==> src/hw/rtl/prp_pkg.sv <==
// Shared types, character codes and record builders for the pileup read-entry parser.
// No dependencies; used by pileup_read_entry_parser_core.
package prp_pkg;

  // Default upper limit on an indel count
  localparam longint unsigned MAX_INDEL_LEN_DEF = 64'd65535;

  // Result queue depth (a byte can give two records)
  localparam int RES_DEPTH = 4;

  // Character codes
  localparam logic [7:0] CH_CARET  = 8'h5E;
  localparam logic [7:0] CH_PLUS   = 8'h2B;
  localparam logic [7:0] CH_MINUS  = 8'h2D;
  localparam logic [7:0] CH_DOLLAR = 8'h24;
  localparam logic [7:0] CH_ZERO   = 8'h30;
  localparam logic [7:0] CH_NINE   = 8'h39;

  // Result kinds
  typedef enum logic [1:0] {
    KIND_ENTRY = 2'd0,
    KIND_INS   = 2'd1,
    KIND_DEL   = 2'd2
  } prp_kind_t;

  // One result record
  typedef struct packed {
    prp_kind_t   kind;
    logic [7:0]  seq_byte;
    logic        read_start;
    logic [7:0]  map_quality;
    logic [7:0]  base_char;
    logic [15:0] insert_len;
    logic [15:0] delete_len;
    logic        read_end;
    logic        status;
    logic        final_result;
  } prp_result_t;

  // True for a legal base character
  function automatic logic is_base(input logic [7:0] b);
    logic hit;
    unique case (b) inside
      8'h2E, 8'h2C, 8'h41, 8'h43, 8'h47, 8'h54, 8'h4E,
      8'h61, 8'h63, 8'h67, 8'h74, 8'h6E, 8'h3C, 8'h3E,
      8'h2A, 8'h23: hit = 1'b1;
      default:      hit = 1'b0;
    endcase
    return hit;
  endfunction

  // Entry summary record
  function automatic prp_result_t mk_summary(input logic start, input logic [7:0] qual,
                                             input logic [7:0] base, input logic [15:0] ins,
                                             input logic [15:0] del, input logic end_mark);
    prp_result_t r;
    r             = '0;
    r.kind        = KIND_ENTRY;
    r.read_start  = start;
    r.map_quality = qual;
    r.base_char   = base;
    r.insert_len  = ins;
    r.delete_len  = del;
    r.read_end    = end_mark;
    return r;
  endfunction

  // Malformed-entry record
  function automatic prp_result_t mk_malformed();
    prp_result_t r;
    r        = '0;
    r.kind   = KIND_ENTRY;
    r.status = 1'b1;
    return r;
  endfunction

  // Inserted or deleted sequence byte record
  function automatic prp_result_t mk_seq(input prp_kind_t kind, input logic [7:0] b);
    prp_result_t r;
    r          = '0;
    r.kind     = kind;
    r.seq_byte = b;
    return r;
  endfunction

endpackage

==> src/hw/rtl/pileup_read_entry_parser_core.sv <==
// Pileup read-base column parser: input register, single-pass parse logic, result queue.
// Depends on prp_pkg (types, character codes, record builders).
//
//  channel | dir | tdata                         | tuser | tlast
//  in_     | in  | data_byte                     | -     | column_end
//  out_    | out | seq_byte .. status (see port) | kind  | final_result
//
// Cycles: one byte is taken per cycle while the queue has room; it is held in the input
// register and parsed there; its records go to the result queue, whose head drives out_.
// Two records of a byte leave one at a time, so the one-record-per-cycle out_ sets the rate.
// The parser advances only while the four-entry result queue has room for two records.
// Reset: synchronous, active low; returns the parser to idle and empties the queue.
// Stalls: out_tready low fills the queue, then holds the input register and drops in_tready.
module pileup_read_entry_parser_core #(
  parameter longint unsigned MAX_INDEL_LEN = prp_pkg::MAX_INDEL_LEN_DEF
) (
  input  logic        clk,
  input  logic        rst_n,
  input  logic        in_tvalid,
  output logic        in_tready,
  input  logic [7:0]  in_tdata,   // [7:0] data_byte
  input  logic        in_tlast,   // column_end
  output logic        out_tvalid,
  input  logic        out_tready,
  output logic [63:0] out_tdata,  // [7:0] seq_byte, [8] read_start, [16:9] map_quality,
                                  // [24:17] base_char, [40:25] insert_len,
                                  // [56:41] delete_len, [57] read_end, [58] status, rest 0
  output logic [1:0]  out_tuser,  // [1:0] kind
  output logic        out_tlast   // final_result
);

  localparam int CW    = $clog2(MAX_INDEL_LEN + 1);
  localparam int VW    = CW + 4;
  localparam int PTR_W = $clog2(prp_pkg::RES_DEPTH);
  localparam int CNT_W = $clog2(prp_pkg::RES_DEPTH + 1);

  typedef enum logic [3:0] {
    PH_IDLE, PH_QUAL, PH_BASE, PH_AFTER_BASE, PH_INS_DIG, PH_INS_DATA,
    PH_AFTER_INS, PH_DEL_DIG, PH_DEL_DATA, PH_AFTER_DEL, PH_DROP
  } phase_t;

  // Input register
  logic       inp_v_r;
  logic [7:0] inp_byte_r;
  logic       inp_last_r;

  // Parse context
  phase_t      phase_r, phase_nxt;
  logic        start_r, start_nxt;
  logic [7:0]  qual_r, qual_nxt;
  logic [7:0]  base_r, base_nxt;
  logic [15:0] ins_r, ins_nxt;
  logic [15:0] del_r, del_nxt;
  logic [CW-1:0] rem_r, rem_nxt;
  logic        dseen_r, dseen_nxt;

  // Result queue
  prp_pkg::prp_result_t q_r [prp_pkg::RES_DEPTH];
  logic [PTR_W-1:0] wr_ptr_r, rd_ptr_r;
  logic [CNT_W-1:0] cnt_r;

  // Parse outputs
  prp_pkg::prp_result_t res [3];
  logic [1:0]  res_n;
  logic [1:0]  push_n;
  logic        do_after;
  logic        do_start;
  logic        is_digit;
  logic [VW-1:0] dig_val;
  logic        proc_fire;
  logic        pop;
  prp_pkg::prp_result_t head;

  // Handshake
  assign proc_fire = inp_v_r && (cnt_r <= CNT_W'(prp_pkg::RES_DEPTH - 2));
  assign in_tready = !inp_v_r || proc_fire;
  assign pop       = out_tvalid && out_tready;

  // Decimal accumulate
  assign is_digit = (inp_byte_r >= prp_pkg::CH_ZERO) && (inp_byte_r <= prp_pkg::CH_NINE);
  assign dig_val  = ({4'b0, rem_r} << 3) + ({4'b0, rem_r} << 1) + VW'(inp_byte_r[3:0]);

  // Parse one byte: at most two records are kept
  always_comb begin
    phase_nxt = phase_r;
    start_nxt = start_r;
    qual_nxt  = qual_r;
    base_nxt  = base_r;
    ins_nxt   = ins_r;
    del_nxt   = del_r;
    rem_nxt   = rem_r;
    dseen_nxt = dseen_r;
    res[0]    = '0;
    res[1]    = '0;
    res[2]    = '0;
    res_n     = 2'd0;
    do_start  = 1'b0;
    do_after  = (phase_r == PH_AFTER_BASE) || (phase_r == PH_AFTER_INS) ||
                (phase_r == PH_AFTER_DEL);

    // Phases other than the after-base/after-indel group
    unique case (phase_r) inside
      PH_IDLE: do_start = 1'b1;
      PH_QUAL: begin
        qual_nxt  = inp_byte_r;
        phase_nxt = PH_BASE;
      end
      PH_BASE: begin
        if (prp_pkg::is_base(inp_byte_r)) begin
          base_nxt  = inp_byte_r;
          phase_nxt = PH_AFTER_BASE;
        end else begin
          res[res_n] = prp_pkg::mk_malformed();
          res_n      = res_n + 2'd1;
          phase_nxt  = PH_DROP;
        end
      end
      PH_INS_DIG, PH_DEL_DIG: begin
        if (is_digit) begin
          dseen_nxt = 1'b1;
          if (dig_val > VW'(MAX_INDEL_LEN)) begin
            res[res_n] = prp_pkg::mk_malformed();
            res_n      = res_n + 2'd1;
            phase_nxt  = PH_DROP;
          end else begin
            rem_nxt = dig_val[CW-1:0];
          end
        end else if (!dseen_r) begin
          res[res_n] = prp_pkg::mk_malformed();
          res_n      = res_n + 2'd1;
          phase_nxt  = PH_DROP;
        end else begin
          if (phase_r == PH_INS_DIG) begin
            ins_nxt = 16'(rem_r);
          end else begin
            del_nxt = 16'(rem_r);
          end
          if (rem_r == '0) begin
            // Zero count: the byte belongs to what follows the indel
            phase_nxt = (phase_r == PH_INS_DIG) ? PH_AFTER_INS : PH_AFTER_DEL;
            do_after  = 1'b1;
          end else begin
            res[res_n] = prp_pkg::mk_seq((phase_r == PH_INS_DIG) ? prp_pkg::KIND_INS
                                                                 : prp_pkg::KIND_DEL,
                                         inp_byte_r);
            res_n      = res_n + 2'd1;
            rem_nxt    = rem_r - CW'(1);
            if (rem_r != CW'(1)) begin
              phase_nxt = (phase_r == PH_INS_DIG) ? PH_INS_DATA : PH_DEL_DATA;
            end else begin
              phase_nxt = (phase_r == PH_INS_DIG) ? PH_AFTER_INS : PH_AFTER_DEL;
            end
          end
        end
      end
      PH_INS_DATA, PH_DEL_DATA: begin
        res[res_n] = prp_pkg::mk_seq((phase_r == PH_INS_DATA) ? prp_pkg::KIND_INS
                                                              : prp_pkg::KIND_DEL,
                                     inp_byte_r);
        res_n      = res_n + 2'd1;
        rem_nxt    = rem_r - CW'(1);
        if (rem_r == CW'(1)) begin
          phase_nxt = (phase_r == PH_INS_DATA) ? PH_AFTER_INS : PH_AFTER_DEL;
        end
      end
      default: ;
    endcase

    // After a base or an indel: extend, close with '$', or close and restart
    if (do_after) begin
      if ((inp_byte_r == prp_pkg::CH_PLUS) && (phase_nxt == PH_AFTER_BASE)) begin
        rem_nxt   = '0;
        dseen_nxt = 1'b0;
        phase_nxt = PH_INS_DIG;
      end else if ((inp_byte_r == prp_pkg::CH_MINUS) && (phase_nxt != PH_AFTER_DEL)) begin
        rem_nxt   = '0;
        dseen_nxt = 1'b0;
        phase_nxt = PH_DEL_DIG;
      end else if (inp_byte_r == prp_pkg::CH_DOLLAR) begin
        res[res_n] = prp_pkg::mk_summary(start_nxt, qual_nxt, base_nxt, ins_nxt, del_nxt,
                                         1'b1);
        res_n      = res_n + 2'd1;
        phase_nxt  = PH_IDLE;
      end else begin
        res[res_n] = prp_pkg::mk_summary(start_nxt, qual_nxt, base_nxt, ins_nxt, del_nxt,
                                         1'b0);
        res_n      = res_n + 2'd1;
        do_start   = 1'b1;
      end
    end

    // Start a new entry
    if (do_start) begin
      qual_nxt  = '0;
      ins_nxt   = '0;
      del_nxt   = '0;
      rem_nxt   = '0;
      dseen_nxt = 1'b0;
      if (inp_byte_r == prp_pkg::CH_CARET) begin
        start_nxt = 1'b1;
        phase_nxt = PH_QUAL;
      end else if (prp_pkg::is_base(inp_byte_r)) begin
        start_nxt = 1'b0;
        base_nxt  = inp_byte_r;
        phase_nxt = PH_AFTER_BASE;
      end else begin
        start_nxt  = 1'b0;
        res[res_n] = prp_pkg::mk_malformed();
        res_n      = res_n + 2'd1;
        phase_nxt  = PH_DROP;
      end
    end

    // Close the column
    if (inp_last_r) begin
      unique case (phase_nxt) inside
        PH_IDLE, PH_DROP: ;
        PH_AFTER_BASE, PH_AFTER_INS, PH_AFTER_DEL: begin
          res[res_n] = prp_pkg::mk_summary(start_nxt, qual_nxt, base_nxt, ins_nxt, del_nxt,
                                           1'b0);
          res_n      = res_n + 2'd1;
        end
        PH_INS_DIG, PH_DEL_DIG: begin
          if (dseen_nxt && (rem_nxt == '0)) begin
            res[res_n] = prp_pkg::mk_summary(start_nxt, qual_nxt, base_nxt, ins_nxt,
                                             del_nxt, 1'b0);
          end else begin
            res[res_n] = prp_pkg::mk_malformed();
          end
          res_n = res_n + 2'd1;
        end
        default: begin
          res[res_n] = prp_pkg::mk_malformed();
          res_n      = res_n + 2'd1;
        end
      endcase
      phase_nxt = PH_IDLE;
    end

    // Keep the first two records and mark the last one kept
    push_n = (res_n >= 2'd2) ? 2'd2 : res_n;
    if (push_n == 2'd1) begin
      res[0].final_result = 1'b1;
    end else if (push_n == 2'd2) begin
      res[1].final_result = 1'b1;
    end
  end

  // State, input register and result queue
  always_ff @(posedge clk) begin
    if (!rst_n) begin
      inp_v_r  <= 1'b0;
      phase_r  <= PH_IDLE;
      start_r  <= 1'b0;
      qual_r   <= '0;
      base_r   <= '0;
      ins_r    <= '0;
      del_r    <= '0;
      rem_r    <= '0;
      dseen_r  <= 1'b0;
      wr_ptr_r <= '0;
      rd_ptr_r <= '0;
      cnt_r    <= '0;
    end else begin
      // Take the next request
      if (in_tready) begin
        inp_v_r <= in_tvalid;
      end
      // Advance the parser
      if (proc_fire) begin
        phase_r <= phase_nxt;
        start_r <= start_nxt;
        qual_r  <= qual_nxt;
        base_r  <= base_nxt;
        ins_r   <= ins_nxt;
        del_r   <= del_nxt;
        rem_r   <= rem_nxt;
        dseen_r <= dseen_nxt;
      end
      // Queue pointers
      if (proc_fire) begin
        wr_ptr_r <= wr_ptr_r + PTR_W'(push_n);
      end
      if (pop) begin
        rd_ptr_r <= rd_ptr_r + PTR_W'(1);
      end
      cnt_r <= cnt_r + (proc_fire ? CNT_W'(push_n) : '0) - CNT_W'(pop);
    end
    // Payload holds
    if (in_tready && in_tvalid) begin
      inp_byte_r <= in_tdata;
      inp_last_r <= in_tlast;
    end
    if (proc_fire && (push_n != 2'd0)) begin
      q_r[wr_ptr_r] <= res[0];
    end
    if (proc_fire && (push_n == 2'd2)) begin
      q_r[wr_ptr_r + PTR_W'(1)] <= res[1];
    end
  end

  // Output from the queue head
  assign head       = q_r[rd_ptr_r];
  assign out_tvalid = (cnt_r != '0);
  assign out_tuser  = head.kind;
  assign out_tlast  = head.final_result;
  assign out_tdata  = {5'b0, head.status, head.read_end, head.delete_len, head.insert_len,
                       head.base_char, head.map_quality, head.read_start, head.seq_byte};

`ifndef NO_ASSERTIONS
  // Queue never overfills
  a_cnt_bound: assert property (@(posedge clk) disable iff (!rst_n)
    cnt_r <= CNT_W'(prp_pkg::RES_DEPTH))
    else $error("result queue overfilled");

  // Queue only grows when a byte is parsed
  a_cnt_grow: assert property (@(posedge clk) disable iff (!rst_n)
    !proc_fire |=> cnt_r <= $past(cnt_r))
    else $error("queue grew without a parsed byte");

  // Column end returns the parser to idle
  a_col_idle: assert property (@(posedge clk) disable iff (!rst_n)
    proc_fire && inp_last_r |=> phase_r == PH_IDLE)
    else $error("parser not idle after column end");

  // Data phases always have bytes outstanding
  a_data_rem: assert property (@(posedge clk) disable iff (!rst_n)
    (phase_r == PH_INS_DATA || phase_r == PH_DEL_DATA) |-> rem_r != '0)
    else $error("data phase with no bytes outstanding");
`endif

endmodule
==> config.mk <==
export PLATFORM = sky130hd
export DESIGN_NAME = pileup_read_entry_parser_core
export DESIGN_NICKNAME = d
export VERILOG_FILES = /design/src/hw/rtl/prp_pkg.sv /design/src/hw/rtl/pileup_read_entry_parser_core.sv
export SDC_FILE = /design/constraint.sdc
export NUM_CORES = 1
export LEC_CHECK = 0
export BUFFER_PORTS_ARGS = -buffer_cell sky130_fd_sc_hd__buf_2
export CORE_MARGIN = 1
export CORE_UTILIZATION = 55
export CTS_CLUSTER_DIAMETER = 60
export DETAILED_ROUTE_END_ITERATION = 6
export MAX_ROUTING_LAYER = met4
export PLACE_DENSITY = 0.86
export SLEW_MARGIN = 15
export SYNTH_ARGS = -nofsm -noshare
export SYNTH_HDL_FRONTEND = slang
export SYNTH_SLANG_ARGS = --single-unit
==> constraint.sdc <==
create_clock -name clk -period 9.65 [get_ports clk]
set_clock_uncertainty 0.1 [all_clocks]
set_input_delay 0.965 -clock clk [delete_from_list [all_inputs] [get_ports clk]]
set_output_delay 0.965 -clock clk [all_outputs]
set_load 0.05 [all_outputs]
==> results.tsv <==
metric	value	unit
tightest_slew	1090	ps
route.detailed.drc	0	
rsz0062_at_grt	no	
wl_per_cell	24.8	um
grt.total_usage	31.4	%
ctsLongestPathBuffers	3	
grt_max_degree	80	
hold_viol	0	
first_pass_iters	6	
synth_enable_flop_cells	257	
die_h	192	um
hold_class	reg -> reg	
synthArstFlopShare	0	%
path_buf_inv	2	
vias_per_cell	6.88	
first_global_vias	15100	
vdd_ir_drop_max	0.000242	V
start_util	55.7	%
period_needed	8150	ps
hpwl	35.6	mm
postCtsSetupRepairBufs	0	
p_leak	7.46	nW
antenna_found_initial	0	
cpPeakStageDelay	660	ps
path_clk_slew	60	ps
dp_cells	2199	
synth.most_common_cell	edfxtp_1	
max_cap_viol_count	0	
fin_setup_tns	0	ps
yosysWarningCount	0	
multi_input_area	9690	sq um
wl	56.1	mm
ctsResizeCount	0	
dr_total_vias	15600	
worst_setup_path_start_kind	register	
cp_cell_sequence	inv_2 > fa_1 > fa_1 > nor2b_1 > o31ai_1 > a2111oi_0 > o31a_1 > o22a_1 > a41oi_1 > nand2b_1 > o31ai_1 > ha_1 > a21o_1 > ha_1 > mux2_4 > ha_1 > nand2_1 > a211oi_1 > or3_1 > or3_1 > o21ai_4 > buf_4 > a22o_1	
totalPowerFinal	4.40	mW
fmax	123	MHz
final_antenna_net_count	0	
first_iter_violations	1896	
status	finished clean	
root_buffer	clkbuf_16	
timing.final.crit_share	84.4	%
rows	69	
hold_buffers	0	
synth_area_leader_cell	edfxtp_1	
instances_no_fill	2263	
io_buffers	76	
die_area	36700	sq um
coreArea	35500	sq um
regArea	9320	sq um
synth_common_cells	257 x edfxtp_1, 165 x nor2_1, 161 x a22o_1	
grt_pass1_wl	86.0	mm
synth_cells	1769	
ctsHtreeMaxLevel	2	
synth_ff_type	edfxtp_1	
cp_common_cell	ha_1	
setup_viol	0	
synth.avg_cell_area	11.2	sq um
die_x	192	um
tritoncts	yes	
critical_path_class	reg -> reg	
grt_overflow	0	
cp.arrival	8430	ps
end_kind	register	
pin_count	82	
ys_seq_area_share	47.2	%
postLayoutCoreUtil	60.9	%
area_delta_synth_final	9.28	%
clkLatencyLatePin	530	ps
synth_cell_types	90	
cts_buffers	35	
cp_max_fo	21	
synth.top_cell.area_share	39.1	%
fillers	2675	
slew_viol_final	0	
ys_ff_latch	337	
worst_path_max_delay_cell	or3_1	
drive_above_1_share	16.7	%
path_delay_family	compound AO/OA/AOI/OAI gates	
crit_required	9940	ps
pwr_density_cell	204	nW/um^2
synth.cell_area	19800	sq um
slew_headroom	27.0	%
final_nets	1834	
netlist_top_cells_area	edfxtp_1 39%, dfxtp_1 8.1%, a22o_1 7.1%, mux4_2 7.1%, mux2i_1 4.0%	
cts.sinks	337	
gp_congestion	1.02	
worst register-to-register path: stages (launching register included):
cell and delay [ps]:
edfxtp_1 590, inv_2 180, fa_1 560, fa_1 430
nor2b_1 180, o31ai_1 140, a2111oi_0 590, o31a_1 210
o22a_1 410, a41oi_1 270, nand2b_1 270, o31ai_1 210
ha_1 270, a21o_1 200, ha_1 280, mux2_4 300
ha_1 290, nand2_1 80, a211oi_1 50, or3_1 660
or3_1 520, o21ai_4 580, buf_4 430, a22o_1 200
cell type report:
class                      count  share of cell area, %
antenna                        1                 0.0116
clock buffer                  45                   4.67
clock inverter                18                  0.869
inverter                      27                  0.469
multi-input combinational   1258                   44.9
sequential                   337                   43.2
tap                          461                   2.67
timing repair buffer         116                   3.27
cells in the final DEF, fill, tap and decap left out, drive strengths merged, types with 6 or more instances in the layout:
cell    instances
a211oi         21
a21boi         16
a21o           10
a21oi          59
a22o          161
a22oi          51
a31oi          16
and2           40
buf           116
clkbuf         45
clkinv         10
dfxtp          80
edfxtp        257
ha             43
inv            32
mux2           10
mux2i          79
mux4           62
nand2         110
nand2b         12
nand3          19
nor2          166
nor2b          61
nor3           46
nor4           12
o211ai         15
o21a           10
o21ai          66
o31ai           6
or2            10
or3            26
or4            14
xnor2          19
xor2           10
per-stage QoR:
stage | cell area, sq um | hold WS, ps | worst slack (ps)
after floorplan | 19800 | 340 | 646
after global placement | 20400 | 350 | 1830
after detailed placement | 20400 | 359 | 1690
after CTS | 21600 | 366 | 1630
after global routing | 21600 | 393 | 964
final | 21600 | 367 | 1500
power breakdown:
| part | internal [mW] | total [mW] | leakage (nW) | switching [mW] |
|---|---|---|---|---|
| clock | 0.830 | 1.42 | 0.597 | 0.585 |
| combinational | 0.380 | 1.26 | 3.66 | 0.883 |
| sequential | 1.66 | 1.72 | 3.21 | 0.0642 |
| total | 2.87 | 4.40 | 7.46 | 1.53 |
final timing paths:
check	from	to	slack, ps	cells after the start
setup / recovery	inp_byte_r[3]$_DFFE_PP_	q_r[1][11]$_DFFE_PP_	1500	23
hold / removal	qual_r[4]$_SDFFE_PN0P_	qual_r[4]$_SDFFE_PN0P_	370	2
setup reg to reg	inp_byte_r[3]$_DFFE_PP_	q_r[1][11]$_DFFE_PP_	1500	23
hold reg to reg	qual_r[4]$_SDFFE_PN0P_	qual_r[4]$_SDFFE_PN0P_	370	2
routing by layer:
metal | global-route usage, % | routed length (um)
met4 | 12.7 | 1960
met2 | 49.5 | 26500
met3 | 4.22 | 5670
met5 | - | 0
met1 | 40.9 | 22000
registers in the layout, indices dropped and copies added (netlist names), 4 cells and up, named ones only:
signal	cells
q_r	248
base_r	8
rem_r	16
ins_r	16
inp_byte_r	8
phase_r	4
qual_r	8
del_r	16
kinds of logic (layout without fill, tap and decap cells):
logic type | count (synthesis) | count (layout) | share of synthesized area [%]
AOI/OAI and AO/OA | 483 | 483 | 18.4
xor gates and xnor gates | 29 | 29 | 1.29
adders and majority gates | 46 | 46 | 3.03
buffers and inverters | 178 | 206 | 4.26
DFF | 337 | 337 | 47.2
muxes | 151 | 151 | 11.7
other | 1 | 6 | 0.0190
and+or+nand+nor | 544 | 544 | 14.2
No activity file was read; power rests on OpenSTA's default activity.
